[src/hdl/bitmap_index_allocator_core_assert.svh]
// ----------------------------------------------------------------------------
// Assertion macros for the bitmap index allocator
// Concurrent assertion wrappers, empty for synthesis.
// ----------------------------------------------------------------------------
`ifndef BITMAP_INDEX_ALLOCATOR_CORE_ASSERT_SVH
`define BITMAP_INDEX_ALLOCATOR_CORE_ASSERT_SVH

`ifndef SYNTHESIS

// Same-cycle implication.
`define BIA_ASSERT_SAME(label, clk, rstn, ante, cons) \
    label: assert property (@(posedge clk) disable iff (!(rstn)) (ante) |-> (cons)) \
        else $error("assertion failed: same-cycle implication");

// Next-cycle implication.
`define BIA_ASSERT_NEXT(label, clk, rstn, ante, cons) \
    label: assert property (@(posedge clk) disable iff (!(rstn)) (ante) |=> (cons)) \
        else $error("assertion failed: next-cycle implication");

`else

`define BIA_ASSERT_SAME(label, clk, rstn, ante, cons)
`define BIA_ASSERT_NEXT(label, clk, rstn, ante, cons)

`endif

`endif

[src/hdl/bia_pkg.sv]
`timescale 1ns / 1ps
// ----------------------------------------------------------------------------
// Bitmap index allocator package
// Shared widths, codes, state type and controller/datapath structs.
// ----------------------------------------------------------------------------
package bia_pkg;

    localparam int CHUNKS   = 64;
    localparam int WORD_W   = 64;
    localparam int CHUNK_W  = 6;
    localparam int BIT_W    = 6;
    localparam int CNT_W    = 7;
    localparam int INDEX_W  = 12;
    localparam int RCOUNT_W = 13;
    localparam int TOTAL_W  = 13;

    typedef enum logic [1:0] {
        OP_ALLOC   = 2'd0,
        OP_FREE    = 2'd1,
        OP_RESERVE = 2'd2,
        OP_NONE    = 2'd3
    } opcode_t;

    typedef enum logic [1:0] {
        ST_OK     = 2'd0,
        ST_FULL   = 2'd1,
        ST_BAD    = 2'd2,
        ST_REJECT = 2'd3
    } status_t;

    typedef enum logic [3:0] {
        S_IDLE,
        S_DECODE,
        S_A_RD,
        S_A_CHK,
        S_F_RD,
        S_F_CHK,
        S_R_RD,
        S_R_CHK,
        S_FINISH
    } state_t;

    typedef enum logic [2:0] {
        ACT_NONE,
        ACT_CFG,
        ACT_CAPTURE,
        ACT_DECODE,
        ACT_WRAP,
        ACT_ALLOC_CHK,
        ACT_FREE_CHK,
        ACT_RSV_CHK
    } action_t;

    typedef struct packed {
        action_t action;
        logic    load_out;
    } dp_cmd_t;

    typedef struct packed {
        opcode_t op;
        logic    avail_zero;
        logic    free_oor;
        logic    rsv_ok;
        logic    cur_ge_avail;
        logic    word_nonzero;
        logic    word_all_ones;
        logic    last_chunk;
        logic    scan_done;
        logic    out_free;
    } dp_status_t;

endpackage

[src/hdl/bitmap_index_allocator_core.sv]
`timescale 1ns / 1ps
// Sequence: a request settled at decode goes straight to the finish state; a free reads and checks
// its one chunk; a reserve of n chunks reads and checks them in turn; an allocate reads and checks
// chunks until one has a free bit, first wrapping a stale start chunk into range by subtraction.
// Requests: one at a time; the next is taken once the controller is back in idle after the result
// moves to the output register.
// Reset: synchronous, active low; all 64 chunks free, nothing used, no clearing pass.
// ----------------------------------------------------------------------------
// Bitmap index allocator core
// Next-fit index allocator over a free bitmap of 64-bit chunks, with free,
// double-free detection and chunk reservation from the top of the range.
// ----------------------------------------------------------------------------
`include "bitmap_index_allocator_core_assert.svh"

module bitmap_index_allocator_core (
    input  logic                         aclk,
    input  logic                         aresetn,
    // request channel
    input  logic                         s_valid,
    output logic                         s_ready,
    input  logic [1:0]                   s_opcode,
    input  logic [bia_pkg::INDEX_W-1:0]  s_free_index,
    input  logic [bia_pkg::RCOUNT_W-1:0] s_reserve_count,
    // result channel
    output logic                         m_valid,
    input  logic                         m_ready,
    output logic [bia_pkg::INDEX_W-1:0]  m_result_index,
    output logic [1:0]                   m_status,
    output logic [bia_pkg::TOTAL_W-1:0]  m_used_count,
    output logic [bia_pkg::CHUNK_W-1:0]  m_highest_chunk_seen,
    // chunk_count register write
    input  logic                         cfg_valid,
    output logic                         cfg_ready,
    input  logic [bia_pkg::CNT_W-1:0]    cfg_chunk_count
);

    bia_pkg::dp_cmd_t    dp_cmd;
    bia_pkg::dp_status_t dp_status;

    // The controller walks each request through decode, one memory read per
    // chunk and a check/update step; the datapath owns the free map, the
    // chunk valid bits that stand in for a refill sweep, and the counters.
    bia_ctrl u_ctrl (
        .aclk      (aclk),
        .aresetn   (aresetn),
        .s_valid   (s_valid),
        .s_ready   (s_ready),
        .cfg_valid (cfg_valid),
        .cfg_ready (cfg_ready),
        .dp_status (dp_status),
        .dp_cmd    (dp_cmd)
    );

    // The result register decouples the two sides: a finished result waits
    // there while the controller returns to idle and takes the next request.
    bia_datapath u_datapath (
        .aclk                 (aclk),
        .aresetn              (aresetn),
        .dp_cmd               (dp_cmd),
        .dp_status            (dp_status),
        .s_opcode             (s_opcode),
        .s_free_index         (s_free_index),
        .s_reserve_count      (s_reserve_count),
        .cfg_chunk_count      (cfg_chunk_count),
        .m_ready              (m_ready),
        .m_valid              (m_valid),
        .m_result_index       (m_result_index),
        .m_status             (m_status),
        .m_used_count         (m_used_count),
        .m_highest_chunk_seen (m_highest_chunk_seen)
    );

    // one request in flight: an accepted request holds off the next one
    `BIA_ASSERT_NEXT(a_one_in_flight, aclk, aresetn, s_valid && s_ready, !s_ready)

    // any failing status carries index zero
    `BIA_ASSERT_SAME(a_fail_index_zero, aclk, aresetn, m_valid && (m_status != bia_pkg::ST_OK), m_result_index == '0)

    // the used count never exceeds the pool capacity
    `BIA_ASSERT_SAME(a_used_bounded, aclk, aresetn, m_valid, m_used_count <= bia_pkg::TOTAL_W'(bia_pkg::CHUNKS * bia_pkg::WORD_W))

    // a loaded result always shows up on the port in the next cycle
    `BIA_ASSERT_NEXT(a_result_visible, aclk, aresetn, dp_cmd.load_out, m_valid)

endmodule

[src/hdl/bia_ctrl.sv]
`timescale 1ns / 1ps
// ----------------------------------------------------------------------------
// Bitmap index allocator controller
// Sequences decode, chunk reads, checks and result hand-off.
// ----------------------------------------------------------------------------
module bia_ctrl (
    input  logic                aclk,
    input  logic                aresetn,
    input  logic                s_valid,
    output logic                s_ready,
    input  logic                cfg_valid,
    output logic                cfg_ready,
    input  bia_pkg::dp_status_t dp_status,
    output bia_pkg::dp_cmd_t    dp_cmd
);

    bia_pkg::state_t state_reg;
    bia_pkg::state_t state_next;

    always_ff @(posedge aclk) begin
        if (!aresetn) begin
            state_reg <= bia_pkg::S_IDLE;
        end else begin
            state_reg <= state_next;
        end
    end

    always_comb begin
        state_next      = state_reg;
        dp_cmd.action   = bia_pkg::ACT_NONE;
        dp_cmd.load_out = 1'b0;
        s_ready         = 1'b0;
        cfg_ready       = 1'b0;
        unique case (state_reg)
            bia_pkg::S_IDLE: begin
                cfg_ready = 1'b1;
                s_ready   = !cfg_valid;
                if (cfg_valid) begin
                    dp_cmd.action = bia_pkg::ACT_CFG;
                end else if (s_valid) begin
                    dp_cmd.action = bia_pkg::ACT_CAPTURE;
                    state_next    = bia_pkg::S_DECODE;
                end
            end
            bia_pkg::S_DECODE: begin
                dp_cmd.action = bia_pkg::ACT_DECODE;
                unique case (dp_status.op)
                    bia_pkg::OP_ALLOC: begin
                        state_next = dp_status.avail_zero ? bia_pkg::S_FINISH : bia_pkg::S_A_RD;
                    end
                    bia_pkg::OP_FREE: begin
                        state_next = dp_status.free_oor ? bia_pkg::S_FINISH : bia_pkg::S_F_RD;
                    end
                    bia_pkg::OP_RESERVE: begin
                        state_next = dp_status.rsv_ok ? bia_pkg::S_R_RD : bia_pkg::S_FINISH;
                    end
                    default: begin
                        state_next = bia_pkg::S_FINISH;
                    end
                endcase
            end
            bia_pkg::S_A_RD: begin
                // wrap a stale start chunk, then let the read settle
                dp_cmd.action = bia_pkg::ACT_WRAP;
                if (!dp_status.cur_ge_avail) begin
                    state_next = bia_pkg::S_A_CHK;
                end
            end
            bia_pkg::S_A_CHK: begin
                dp_cmd.action = bia_pkg::ACT_ALLOC_CHK;
                if (dp_status.word_nonzero || dp_status.scan_done) begin
                    state_next = bia_pkg::S_FINISH;
                end else begin
                    state_next = bia_pkg::S_A_RD;
                end
            end
            bia_pkg::S_F_RD: begin
                state_next = bia_pkg::S_F_CHK;
            end
            bia_pkg::S_F_CHK: begin
                dp_cmd.action = bia_pkg::ACT_FREE_CHK;
                state_next    = bia_pkg::S_FINISH;
            end
            bia_pkg::S_R_RD: begin
                state_next = bia_pkg::S_R_CHK;
            end
            bia_pkg::S_R_CHK: begin
                dp_cmd.action = bia_pkg::ACT_RSV_CHK;
                if (!dp_status.word_all_ones || dp_status.last_chunk) begin
                    state_next = bia_pkg::S_FINISH;
                end else begin
                    state_next = bia_pkg::S_R_RD;
                end
            end
            bia_pkg::S_FINISH: begin
                if (dp_status.out_free) begin
                    dp_cmd.load_out = 1'b1;
                    state_next      = bia_pkg::S_IDLE;
                end
            end
            default: begin
                state_next = bia_pkg::S_IDLE;
            end
        endcase
    end

endmodule

[src/hdl/bia_datapath.sv]
`timescale 1ns / 1ps
// ----------------------------------------------------------------------------
// Bitmap index allocator datapath
// Free map memory, chunk valid bits, counters and the result register.
// ----------------------------------------------------------------------------
module bia_datapath (
    input  logic                                aclk,
    input  logic                                aresetn,
    input  bia_pkg::dp_cmd_t                    dp_cmd,
    output bia_pkg::dp_status_t                 dp_status,
    input  logic [1:0]                          s_opcode,
    input  logic [bia_pkg::INDEX_W-1:0]         s_free_index,
    input  logic [bia_pkg::RCOUNT_W-1:0]        s_reserve_count,
    input  logic [bia_pkg::CNT_W-1:0]           cfg_chunk_count,
    input  logic                                m_ready,
    output logic                                m_valid,
    output logic [bia_pkg::INDEX_W-1:0]         m_result_index,
    output logic [1:0]                          m_status,
    output logic [bia_pkg::TOTAL_W-1:0]         m_used_count,
    output logic [bia_pkg::CHUNK_W-1:0]         m_highest_chunk_seen
);

    // free map: one word per chunk, set bit = free
    logic [bia_pkg::WORD_W-1:0]   mem [bia_pkg::CHUNKS];
    logic [bia_pkg::WORD_W-1:0]   rd_data_reg;
    logic                         rd_known_reg;
    logic                         rd_inrange_reg;
    logic [bia_pkg::CHUNKS-1:0]   known_reg;

    logic [bia_pkg::CNT_W-1:0]    chunk_count_reg;
    logic [bia_pkg::CNT_W-1:0]    avail_reg;
    logic [bia_pkg::CHUNK_W-1:0]  hint_reg;
    logic [bia_pkg::CHUNK_W-1:0]  max_reg;
    logic [bia_pkg::TOTAL_W-1:0]  total_reg;

    bia_pkg::opcode_t             op_reg;
    logic [bia_pkg::INDEX_W-1:0]  fidx_reg;
    logic [bia_pkg::RCOUNT_W-1:0] rcount_reg;
    logic [bia_pkg::CHUNK_W-1:0]  cur_reg;
    logic [bia_pkg::CNT_W-1:0]    k_reg;
    logic [bia_pkg::INDEX_W-1:0]  res_index_reg;
    bia_pkg::status_t             res_status_reg;

    logic                         m_valid_reg;
    logic [bia_pkg::INDEX_W-1:0]  m_index_reg;
    bia_pkg::status_t             m_status_reg;
    logic [bia_pkg::TOTAL_W-1:0]  m_used_reg;
    logic [bia_pkg::CHUNK_W-1:0]  m_high_reg;

    logic [bia_pkg::WORD_W-1:0]   cur_word;
    logic [bia_pkg::WORD_W-1:0]   low_onehot;
    logic [bia_pkg::BIT_W-1:0]    low_bit;
    logic [bia_pkg::WORD_W-1:0]   free_mask;
    logic [bia_pkg::CNT_W-1:0]    cur_ext;
    logic [bia_pkg::CNT_W-1:0]    cur_inc;
    logic [bia_pkg::CNT_W-1:0]    cur_wrapped;
    logic [bia_pkg::CHUNK_W-1:0]  fidx_chunk;
    logic [bia_pkg::CNT_W-1:0]    rsv_n;
    logic [bia_pkg::CNT_W-1:0]    rsv_first;
    logic [bia_pkg::CNT_W-1:0]    cfg_n;
    logic                         mem_we;
    logic [bia_pkg::WORD_W-1:0]   mem_wdata;

    function automatic logic [bia_pkg::BIT_W-1:0] encode_onehot(
        input logic [bia_pkg::WORD_W-1:0] oh
    );
        logic [bia_pkg::BIT_W-1:0] idx;
        idx = '0;
        for (int i = 0; i < bia_pkg::WORD_W; i++) begin
            if (oh[i]) begin
                idx = idx | bia_pkg::BIT_W'(i);
            end
        end
        return idx;
    endfunction

    // an entry never written since refill reads as its refill value
    assign cur_word    = rd_known_reg ? rd_data_reg : (rd_inrange_reg ? '1 : '0);
    assign low_onehot  = cur_word & (~cur_word + bia_pkg::WORD_W'(1));
    assign low_bit     = encode_onehot(low_onehot);
    assign free_mask   = bia_pkg::WORD_W'(1) << fidx_reg[bia_pkg::BIT_W-1:0];
    assign fidx_chunk  = fidx_reg[bia_pkg::INDEX_W-1:bia_pkg::BIT_W];
    assign cur_ext     = {1'b0, cur_reg};
    assign cur_inc     = cur_ext + bia_pkg::CNT_W'(1);
    assign cur_wrapped = cur_ext - avail_reg;
    assign rsv_n       = rcount_reg[bia_pkg::RCOUNT_W-1:bia_pkg::BIT_W];
    assign rsv_first   = avail_reg - rsv_n;

    always_comb begin
        if (cfg_chunk_count == '0) begin
            cfg_n = bia_pkg::CNT_W'(1);
        end else if (cfg_chunk_count > bia_pkg::CNT_W'(bia_pkg::CHUNKS)) begin
            cfg_n = bia_pkg::CNT_W'(bia_pkg::CHUNKS);
        end else begin
            cfg_n = cfg_chunk_count;
        end
    end

    always_comb begin
        dp_status.op            = op_reg;
        dp_status.avail_zero    = (avail_reg == '0);
        dp_status.free_oor      = ({1'b0, fidx_chunk} >= chunk_count_reg);
        dp_status.rsv_ok        = (rcount_reg[bia_pkg::BIT_W-1:0] == '0) && (rsv_n != '0)
                                  && (rsv_n <= avail_reg);
        dp_status.cur_ge_avail  = (cur_ext >= avail_reg);
        dp_status.word_nonzero  = (cur_word != '0);
        dp_status.word_all_ones = (cur_word == '1);
        dp_status.last_chunk    = (cur_inc == avail_reg);
        dp_status.scan_done     = ((k_reg + bia_pkg::CNT_W'(1)) == avail_reg);
        dp_status.out_free      = !m_valid_reg || m_ready;
    end

    always_comb begin
        mem_we    = 1'b0;
        mem_wdata = cur_word;
        if (dp_cmd.action == bia_pkg::ACT_ALLOC_CHK && cur_word != '0) begin
            mem_we    = 1'b1;
            mem_wdata = cur_word & ~low_onehot;
        end else if (dp_cmd.action == bia_pkg::ACT_FREE_CHK && (cur_word & free_mask) == '0) begin
            mem_we    = 1'b1;
            mem_wdata = cur_word | free_mask;
        end
    end

    // memory port: read every cycle at the current chunk, write on update
    always_ff @(posedge aclk) begin
        rd_data_reg    <= mem[cur_reg];
        rd_known_reg   <= known_reg[cur_reg];
        rd_inrange_reg <= (cur_ext < chunk_count_reg);
        if (mem_we) begin
            mem[cur_reg] <= mem_wdata;
        end
    end

    always_ff @(posedge aclk) begin
        if (!aresetn) begin
            known_reg       <= '0;
            chunk_count_reg <= bia_pkg::CNT_W'(bia_pkg::CHUNKS);
            avail_reg       <= bia_pkg::CNT_W'(bia_pkg::CHUNKS);
            hint_reg        <= '0;
            max_reg         <= '0;
            total_reg       <= '0;
            op_reg          <= bia_pkg::OP_NONE;
            fidx_reg        <= '0;
            rcount_reg      <= '0;
            cur_reg         <= '0;
            k_reg           <= '0;
            res_index_reg   <= '0;
            res_status_reg  <= bia_pkg::ST_OK;
        end else begin
            case (dp_cmd.action)
                bia_pkg::ACT_CFG: begin
                    known_reg       <= '0;
                    chunk_count_reg <= cfg_n;
                    avail_reg       <= cfg_n;
                    hint_reg        <= '0;
                    max_reg         <= '0;
                    total_reg       <= '0;
                end
                bia_pkg::ACT_CAPTURE: begin
                    op_reg         <= bia_pkg::opcode_t'(s_opcode);
                    fidx_reg       <= s_free_index;
                    rcount_reg     <= s_reserve_count;
                    cur_reg        <= hint_reg;
                    k_reg          <= '0;
                    res_index_reg  <= '0;
                    res_status_reg <= bia_pkg::ST_OK;
                end
                bia_pkg::ACT_DECODE: begin
                    case (op_reg)
                        bia_pkg::OP_ALLOC: begin
                            if (dp_status.avail_zero) begin
                                res_status_reg <= bia_pkg::ST_FULL;
                            end
                        end
                        bia_pkg::OP_FREE: begin
                            if (dp_status.free_oor) begin
                                res_status_reg <= bia_pkg::ST_BAD;
                            end else begin
                                cur_reg <= fidx_chunk;
                            end
                        end
                        bia_pkg::OP_RESERVE: begin
                            if (dp_status.rsv_ok) begin
                                cur_reg <= rsv_first[bia_pkg::CHUNK_W-1:0];
                            end else begin
                                res_status_reg <= bia_pkg::ST_REJECT;
                            end
                        end
                        default: begin
                        end
                    endcase
                end
                bia_pkg::ACT_WRAP: begin
                    if (dp_status.cur_ge_avail) begin
                        cur_reg <= cur_wrapped[bia_pkg::CHUNK_W-1:0];
                    end
                end
                bia_pkg::ACT_ALLOC_CHK: begin
                    if (k_reg != '0 && cur_reg > max_reg) begin
                        max_reg <= cur_reg;
                    end
                    if (dp_status.word_nonzero) begin
                        known_reg[cur_reg] <= 1'b1;
                        hint_reg           <= cur_reg;
                        total_reg          <= total_reg + bia_pkg::TOTAL_W'(1);
                        res_index_reg      <= {cur_reg, low_bit};
                    end else if (dp_status.scan_done) begin
                        res_status_reg <= bia_pkg::ST_FULL;
                    end else begin
                        k_reg   <= k_reg + bia_pkg::CNT_W'(1);
                        cur_reg <= dp_status.last_chunk ? '0 : cur_inc[bia_pkg::CHUNK_W-1:0];
                    end
                end
                bia_pkg::ACT_FREE_CHK: begin
                    if ((cur_word & free_mask) != '0) begin
                        res_status_reg <= bia_pkg::ST_BAD;
                    end else begin
                        known_reg[cur_reg] <= 1'b1;
                        if (total_reg != '0) begin
                            total_reg <= total_reg - bia_pkg::TOTAL_W'(1);
                        end
                    end
                end
                bia_pkg::ACT_RSV_CHK: begin
                    if (!dp_status.word_all_ones) begin
                        res_status_reg <= bia_pkg::ST_REJECT;
                    end else if (dp_status.last_chunk) begin
                        avail_reg     <= rsv_first;
                        res_index_reg <= {rsv_first[bia_pkg::CHUNK_W-1:0],
                                          bia_pkg::BIT_W'(0)};
                    end else begin
                        cur_reg <= cur_inc[bia_pkg::CHUNK_W-1:0];
                    end
                end
                default: begin
                end
            endcase
        end
    end

    // result register
    always_ff @(posedge aclk) begin
        if (!aresetn) begin
            m_valid_reg <= 1'b0;
        end else if (dp_cmd.load_out) begin
            m_valid_reg <= 1'b1;
        end else if (m_ready) begin
            m_valid_reg <= 1'b0;
        end
    end

    always_ff @(posedge aclk) begin
        if (dp_cmd.load_out) begin
            m_index_reg  <= res_index_reg;
            m_status_reg <= res_status_reg;
            m_used_reg   <= total_reg;
            m_high_reg   <= max_reg;
        end
    end

    assign m_valid              = m_valid_reg;
    assign m_result_index       = m_index_reg;
    assign m_status             = m_status_reg;
    assign m_used_count         = m_used_reg;
    assign m_highest_chunk_seen = m_high_reg;

endmodule
[config.mk]
export PLATFORM = sky130hd
export DESIGN_NAME = bitmap_index_allocator_core
export DESIGN_NICKNAME = d
export VERILOG_FILES = /design/src/hdl/bia_pkg.sv /design/src/hdl/bitmap_index_allocator_core.sv /design/src/hdl/bia_ctrl.sv /design/src/hdl/bia_datapath.sv
export VERILOG_INCLUDE_DIRS = /design/src /design/src/hdl
export SDC_FILE = /design/constraint.sdc
export NUM_CORES = 2
export LEC_CHECK = 0
export BUFFER_PORTS_ARGS = -buffer_cell sky130_fd_sc_hd__buf_4
export CAP_MARGIN = 5
export CORE_ASPECT_RATIO = 0.7
export CORE_MARGIN = 3
export CORE_UTILIZATION = 45
export CTS_BUF_LIST = sky130_fd_sc_hd__clkbuf_2 sky130_fd_sc_hd__clkbuf_4 sky130_fd_sc_hd__clkbuf_8
export CTS_CLUSTER_SIZE = 30
export DETAILED_ROUTE_END_ITERATION = 8
export SYNTH_ARGS = -nofsm -noshare
export SYNTH_HDL_FRONTEND = slang
export SYNTH_SLANG_ARGS = --single-unit
[constraint.sdc]
create_clock -name aclk -period 7.6 [get_ports aclk]
set_input_delay 0.76 -clock aclk [delete_from_list [all_inputs] [get_ports aclk]]
set_output_delay 0.76 -clock aclk [all_outputs]
set_load 0.02 [all_outputs]
Word level (Yosys, flattened, before mapping). Memories as Yosys holds them, arrays and structs flattened. A register that Yosys moved wholly into a read port is not among the register bits. Cells that the tools add are included.

Register bits after elaboration: 197. Memories kept: 1. Output and inout port bits: 36. Bits in writable memories: 4096. Bits of input ports: 39. Word-level logic and storage cells: 376.

Memories: u_datapath.mem (depth 64, width 64, read ports 1, clocked after memory_dff 1, wr ports 1, RTL line bia_datapath.sv:24) `logic [bia_pkg::WORD_W-1:0] mem [bia_pkg::CHUNKS];`.

Bitwise gates (word level): 7. Add/sub/neg operators: 7. Reductions and logical operators: 33. $lt $le $gt $ge: 8. Equality and inequality tests: 54. Shifts and indexed selects: 1. Multiplexer cells: 244.

Operators with widths (number): $mux W64 (12); $mux W6 (69); $and A64 B64 Y64 (3); $pmux W64 S3 (1); $mux W13 (13); $mux W12 (13); $mux W7 (21); $not A64 Y64 (2); $or A64 B64 Y64 (2); $reduce_bool A64 Y1 (2); $mux W4 (25); $mux W5 (16); $mux W2 (33); $add A64 B1 Y64 const B (1); $eq A64 B64 Y1 const B (1); $logic_not A64 Y1 (1); $shl A1 B6 Y64 const A (1); $pmux W13 S3 (1); $ne A3 B3 Y1 const B (12); $pmux W12 S3 (1); $pmux W4 S9 (1); $pmux W6 S2 (3); $pmux W6 S5 (1); $pmux W7 S2 (2); 52 further kinds (117).

Logic depth before layout (Yosys ltp).
Depth after elaboration: 73. Depth in mapped cells: 15. Mapped depth without buffers: 12.

Hierarchy. A second synthesis with hierarchy kept.

Cells, all modules: 9414. Area, all modules: 161705.1 um^2.

By module, submodules not included: bia_datapath (times used 1, area an instance 161361.0 um^2, sequential area each 128473.2 um^2, cells each 9364); bia_ctrl (times used 1, area an instance 344.1 um^2, sequential area each 80.1 um^2, cells each 50).

Worst setup path after synthesis. OpenSTA, ideal clock, no wires.

Kind: flip-flop to flip-flop. Start: register u_datapath.rd_known_reg. End: memory u_datapath.mem[0][63] in the netlist's numbering (data pin). Arrival: 5.075 ns. Clock period less this slack: 5.795 ns. Path slack: 1.805 ns. Required time: 6.880 ns. Stages on the path, launching flop included: 12. Buffers on the path: 3. Setup time: 0.720 ns. Cells stage by stage: dfxtp_1 > buf_6 > buf_8 > mux2i_4 > o21ai_1 > or3_1 > or3b_1 > a221oi_2 > nand3_2 > or2_1 > clkbuf_1 > o31ai_1.

Word-level cells in the longest chain between the ends: 7. Elaborated cells on any way between the ends: 15. Classes of those cells: add/sub: 1; mux: 4; bitwise: 6; reduce/logical: 4.

RTL lines: start, declared (RTL line bia_datapath.sv:26) `logic rd_known_reg;`; start signal, assigned (RTL line bia_datapath.sv:128) `rd_known_reg <= known_reg[cur_reg];`; $mux W64 (*) (RTL line bia_datapath.sv:78) `assign cur_word = rd_known_reg ? rd_data_reg : (rd_inrange_reg ? '1 : '0);`; $not A64 Y64 / $and A64 B64 Y64 (equally long branches) (RTL line bia_datapath.sv:79, bia_datapath.sv:119); $add A64 B1 Y64 / $logic_not A64 Y1 (equally long branches) (RTL line bia_datapath.sv:79, bia_datapath.sv:119); $and A64 B64 Y64 / $logic_and A1 B1 Y1 (equally long branches) (RTL line bia_datapath.sv:79, bia_datapath.sv:119); $not A64 Y64 / $mux W64 (equally long branches) (RTL line bia_datapath.sv:118, bia_datapath.sv:119); $and A64 B64 Y64 / $mux W64 (equally long branches) (RTL line bia_datapath.sv:118, bia_datapath.sv:116); $mux W64 (*) (RTL line bia_datapath.sv:116) `if (dp_cmd.action == bia_pkg::ACT_ALLOC_CHK && cur_word != '0) begin`; via u_datapath.mem_wdata (one bit) (RTL line bia_datapath.sv:62) `logic [bia_pkg::WORD_W-1:0] mem_wdata;`; end, declared (RTL line bia_datapath.sv:24).

Mark *: on every way through the listed nets, which the timed path passes. The rest lies on a longest branch. The select of a mux whose other input is x is not followed.

Worst setup path after layout.
Start: register u_datapath.rd_known_reg. End: memory u_datapath.mem[17][45] in the netlist's numbering (enable).

Word-level cells in the longest chain between the ends: 9. Elaborated cells on any way between the ends: 11. Classes of those cells: mux: 6; bitwise: 1; reduce/logical: 4.

RTL lines: $mux W64 (*) (RTL line bia_datapath.sv:78); $and A64 B64 Y64 (RTL line bia_datapath.sv:119) `end else if (dp_cmd.action == bia_pkg::ACT_FREE_CHK && (cur_word & free_mask) == '0) begin`; $logic_not A64 Y1 (RTL line bia_datapath.sv:119); $logic_and A1 B1 Y1 (RTL line bia_datapath.sv:119); $mux W1 (RTL line bia_datapath.sv:119); $mux W1 (RTL line bia_datapath.sv:116); $mux W1 (*) (RTL line bia_datapath.sv:116); $mux W1 (*) (RTL line bia_datapath.sv:130) `if (mem_we) begin`; $mux W1 (implied by the code) (*) (RTL line bia_datapath.sv:131) `mem[cur_reg] <= mem_wdata;`.

Mark *: on every way between the ends. The rest lies on a longest branch, timed or not. The select of a mux whose other input is x is not followed.

==> flow_metrics.tcl <==
set metrics [dict create \
    cts_sinks 4357 \
    ir_drop_v 0.000212 \
    syn_inst 9502 \
    path_cells "buf_4, mux2i_1, o22ai_1, nor2_1, nor3_1, nor4_2, nand3_2, buf_4, a21o_1, nor2_4, buf_4" \
    root_buffer "clkbuf_8" \
    design_area_um2 185000 \
    min_path_type "in -> reg" \
    gp_congestion 0.966 \
    io_pins 75 \
    grt_overflow_total 0 \
    ys_seq_area_share_pct 79.1 \
    antenna_found_initial 39 \
    viasPerCell 6.80 \
    clk_path_buf_depth 4 \
    cts_tree "yes" \
    synth-simple-area-share_pct 3.59 \
    required_ns 8.32 \
    syn_area_per_cell_um2 17.1 \
    port-buffer-count 74 \
    rsz0062_at_grt "no" \
    relSlewSlack_pct 1.47 \
    crit_type "reg -> reg" \
    setup_viol 0 \
    post-place-ws_ns 1.71 \
    yosys.area_share.xor_xnor_pct 0.167 \
    register_area_um2 129000 \
    synth.distinct_cells 103 \
    synth_top_flop_cell "edfxtp_1" \
    drtAntennaViolNets 0 \
    routedWlPerCell_um 39.9 \
    rows 183 \
    finalCritPeriodShare_pct 83.9 \
    synth_adder_area_share_pct 0.407 \
    fin_ws_ns 1.22 \
    grt_usage_pct 32.2 \
    multi_input_area_um2 32400 \
    yosys_warnings 0 \
    finalCriticalPeriod_ns 6.38 \
    vias 103000 \
    finalHoldViolations 0 \
    dp_hpwl_mm 344 \
    r2r_cells 11 \
    rr_endpoint "u_datapath.mem[17][45]" \
    slew_viol_final 0 \
    fin_worst_hold_slack_ns 0.104 \
    worst_slew_pin_slew_ns 1.46 \
    synth_compound_area_share_pct 14.6 \
    worst_ep_arrival_time_ns 7.10 \
    crit_buf_inv 3 \
    async_flop_share_pct 0 \
    p_per_area_nw_per_um2 286 \
    core-area_um2 357000 \
    clk_latency_ns 1.16 \
    die_y_um 509 \
    die-area_um2 368000 \
    syn_nets 9592 \
    layout.nets 10100 \
    wl_mm 607 \
    synth-seq-cells 4357 \
    crit_path_top_delay_cell "nor2_4" \
    maxCapViolations 0 \
    synth-edff-count 4129 \
    worstSetupStartpoint "u_datapath.rd_known_reg" \
    dp_cells 14000 \
    synth_top_family_by_area "compound AO/OA/AOI/OAI gates" \
    hold_depth 3 \
    drc 0 \
    dpl-instance-area_um2 172000 \
    yosys.area.top_type "edfxtp_1" \
    grt_max_degree 93 \
    drt-pass1-iter-count 6 \
    synthTopCellsByArea "edfxtp_1 76%, a22oi_1 6.8%, dfxtp_1 2.8%" \
    largest_reg_flops 4096 \
    finalNonFillerCells 15200 \
    crit_path_max_incr_delay_ns 1.23 \
    start_kind "flop" \
    area_delta_synth_final_pct 13.6 \
    htree_levels 6 \
    status "finished clean" \
    initial_core_util_pct 45.5 \
    first_global_vias 96500 \
    r2r_slack_ns 1.22 \
    setup_tns_ns 0 \
    cts_resized 0 \
    syn_area_um2 162000 \
    hold_path_startpoint "s_free_index[0]" \
    crit_top_cell "buf_4" \
    drive_gt1_share_pct 16.5 \
    power.leakage_uw 0.0557 \
    clock_skew_ns 0.143 \
    grt_first_pass_wirelength_mm 820 \
    synth.area.mux_share_pct 0.266 \
    first_iter_violations 17100 \
    fillers 28600 \
    fmax_mhz 157 \
    worstPathMaxFanout 39 \
    synth_top_area_share_pct 76.3 \
    cts_made_buffers 644 \
    clk_pin_slew_ns 0.08 \
    crit_path_end_kind "flop" \
    r2r-start "u_datapath.rd_known_reg" \
    worstHoldEndpoint "u_datapath.fidx_reg[0]" \
    die_w_um 724 \
    post_cts_buffers 0 \
    critical_path.top_delay_family "simple AND/OR/NAND/NOR gates" \
]
-- worst max-delay path by stage --
stage / end / slack, ns / depth (start not counted)
after floorplan: u_datapath.mem[0][63] / 1.81 / 11
after global placement: u_datapath.mem[21][27] / 1.71 / 10
after global routing: u_datapath.mem[21][55] / 1.35 / 11
after CTS: u_datapath.mem[21][55] / 1.65 / 11
final: u_datapath.mem[17][45] / 1.22 / 11
after detailed placement: u_datapath.mem[21][27] / 1.71 / 11
-- worst reg2reg max path, delay by kind of cell (launching register included) --
family                 cells  cell delay [ns]
AO/OA/AOI/OAI              2             0.75
buffers and inverters      3             1.27
flip-flops                 1             0.80
multiplexers               1             0.72
AND/OR/NAND/NOR            5             2.44
-- metal layers --
layer / vias up / GRT usage (%) / share of wire, % / wire length, um
met4: 30 / 9.55 / 3.1 / 19100
met3: 1029 / 11.5 / 15 / 90000
met2: 8214 / 43.6 / 41 / 247000
li1: 41000 / - / - / -
met5: - / 0 / 0.050 / 306
met1: 53200 / 48.4 / 41 / 250000
-- stage by stage --
stage               utilization [%]  total power, uW
global placement               48.1            34100
finish                         51.7            52700
floorplan                         -            31300
CTS                            51.6            52700
global route                   51.7            54100
detailed placement             48.1            34200
-- timing repair --
item                                    CTS  global route
endpoints found under the hold margin    27             0
hold buffers                             29             0
endpoints found under the setup margin    0             0
-- layout make-up --
cell class                 count  area share (%)
sequential                  4357            69.7
multi-input combinational   4405            17.6
clock buffer                 896            5.91
tap                         4717            3.20
timing repair buffer         529            2.76
clock inverter               222           0.769
inverter                      60           0.122
antenna                       21          0.0285
-- logic make-up (layout without fill, tap and decap cells) --
family / after synthesis / after routing
other cells: 0 / 21
fa+ha+maj: 51 / 51
flops: 4357 / 4357
simple gates: 1123 / 1123
compound gates: 3160 / 3160
mux: 40 / 40
xor+xnor: 31 / 31
buf+inv: 740 / 1707
-- Yosys cell counts (48+ instances only) --
cell type and count:
edfxtp_1 4129, nand4_1 164, nand3_1 168, o21ai_0 107, nor3_1 58, nor2_1 212
a22o_1 314, dfxtp_1 228, a22oi_1 1475, inv_1 57, a21oi_1 274, nand2_1 252
ha_1 48, a221oi_1 307, nor4_1 84, a41oi_1 119, clkbuf_1 520, a31oi_1 284
buf_1 118
-- layout by cell type (no fill, tap or decap), drive strengths merged, types with 118 or more instances in the layout --
cell / Yosys / layout
edfxtp: 4129 / 4129
a22oi: 1475 / 1475
clkbuf: 521 / 896
buf: 159 / 500
a22o: 314 / 314
a221oi: 308 / 308
a31oi: 284 / 284
a21oi: 274 / 274
nand2: 253 / 253
dfxtp: 228 / 228
nor2: 212 / 212
clkinv: 2 / 176
nand3: 170 / 170
nand4: 164 / 164
a41oi: 119 / 119
o21ai: 118 / 118
-- where the power goes --
group	total (uW)	internal, uW	switching [uW]
Sequential	28400	28000	361
Clock	18700	9650	9090
Combinational	5560	1130	4430
Power figures use the tool's default switching activity.
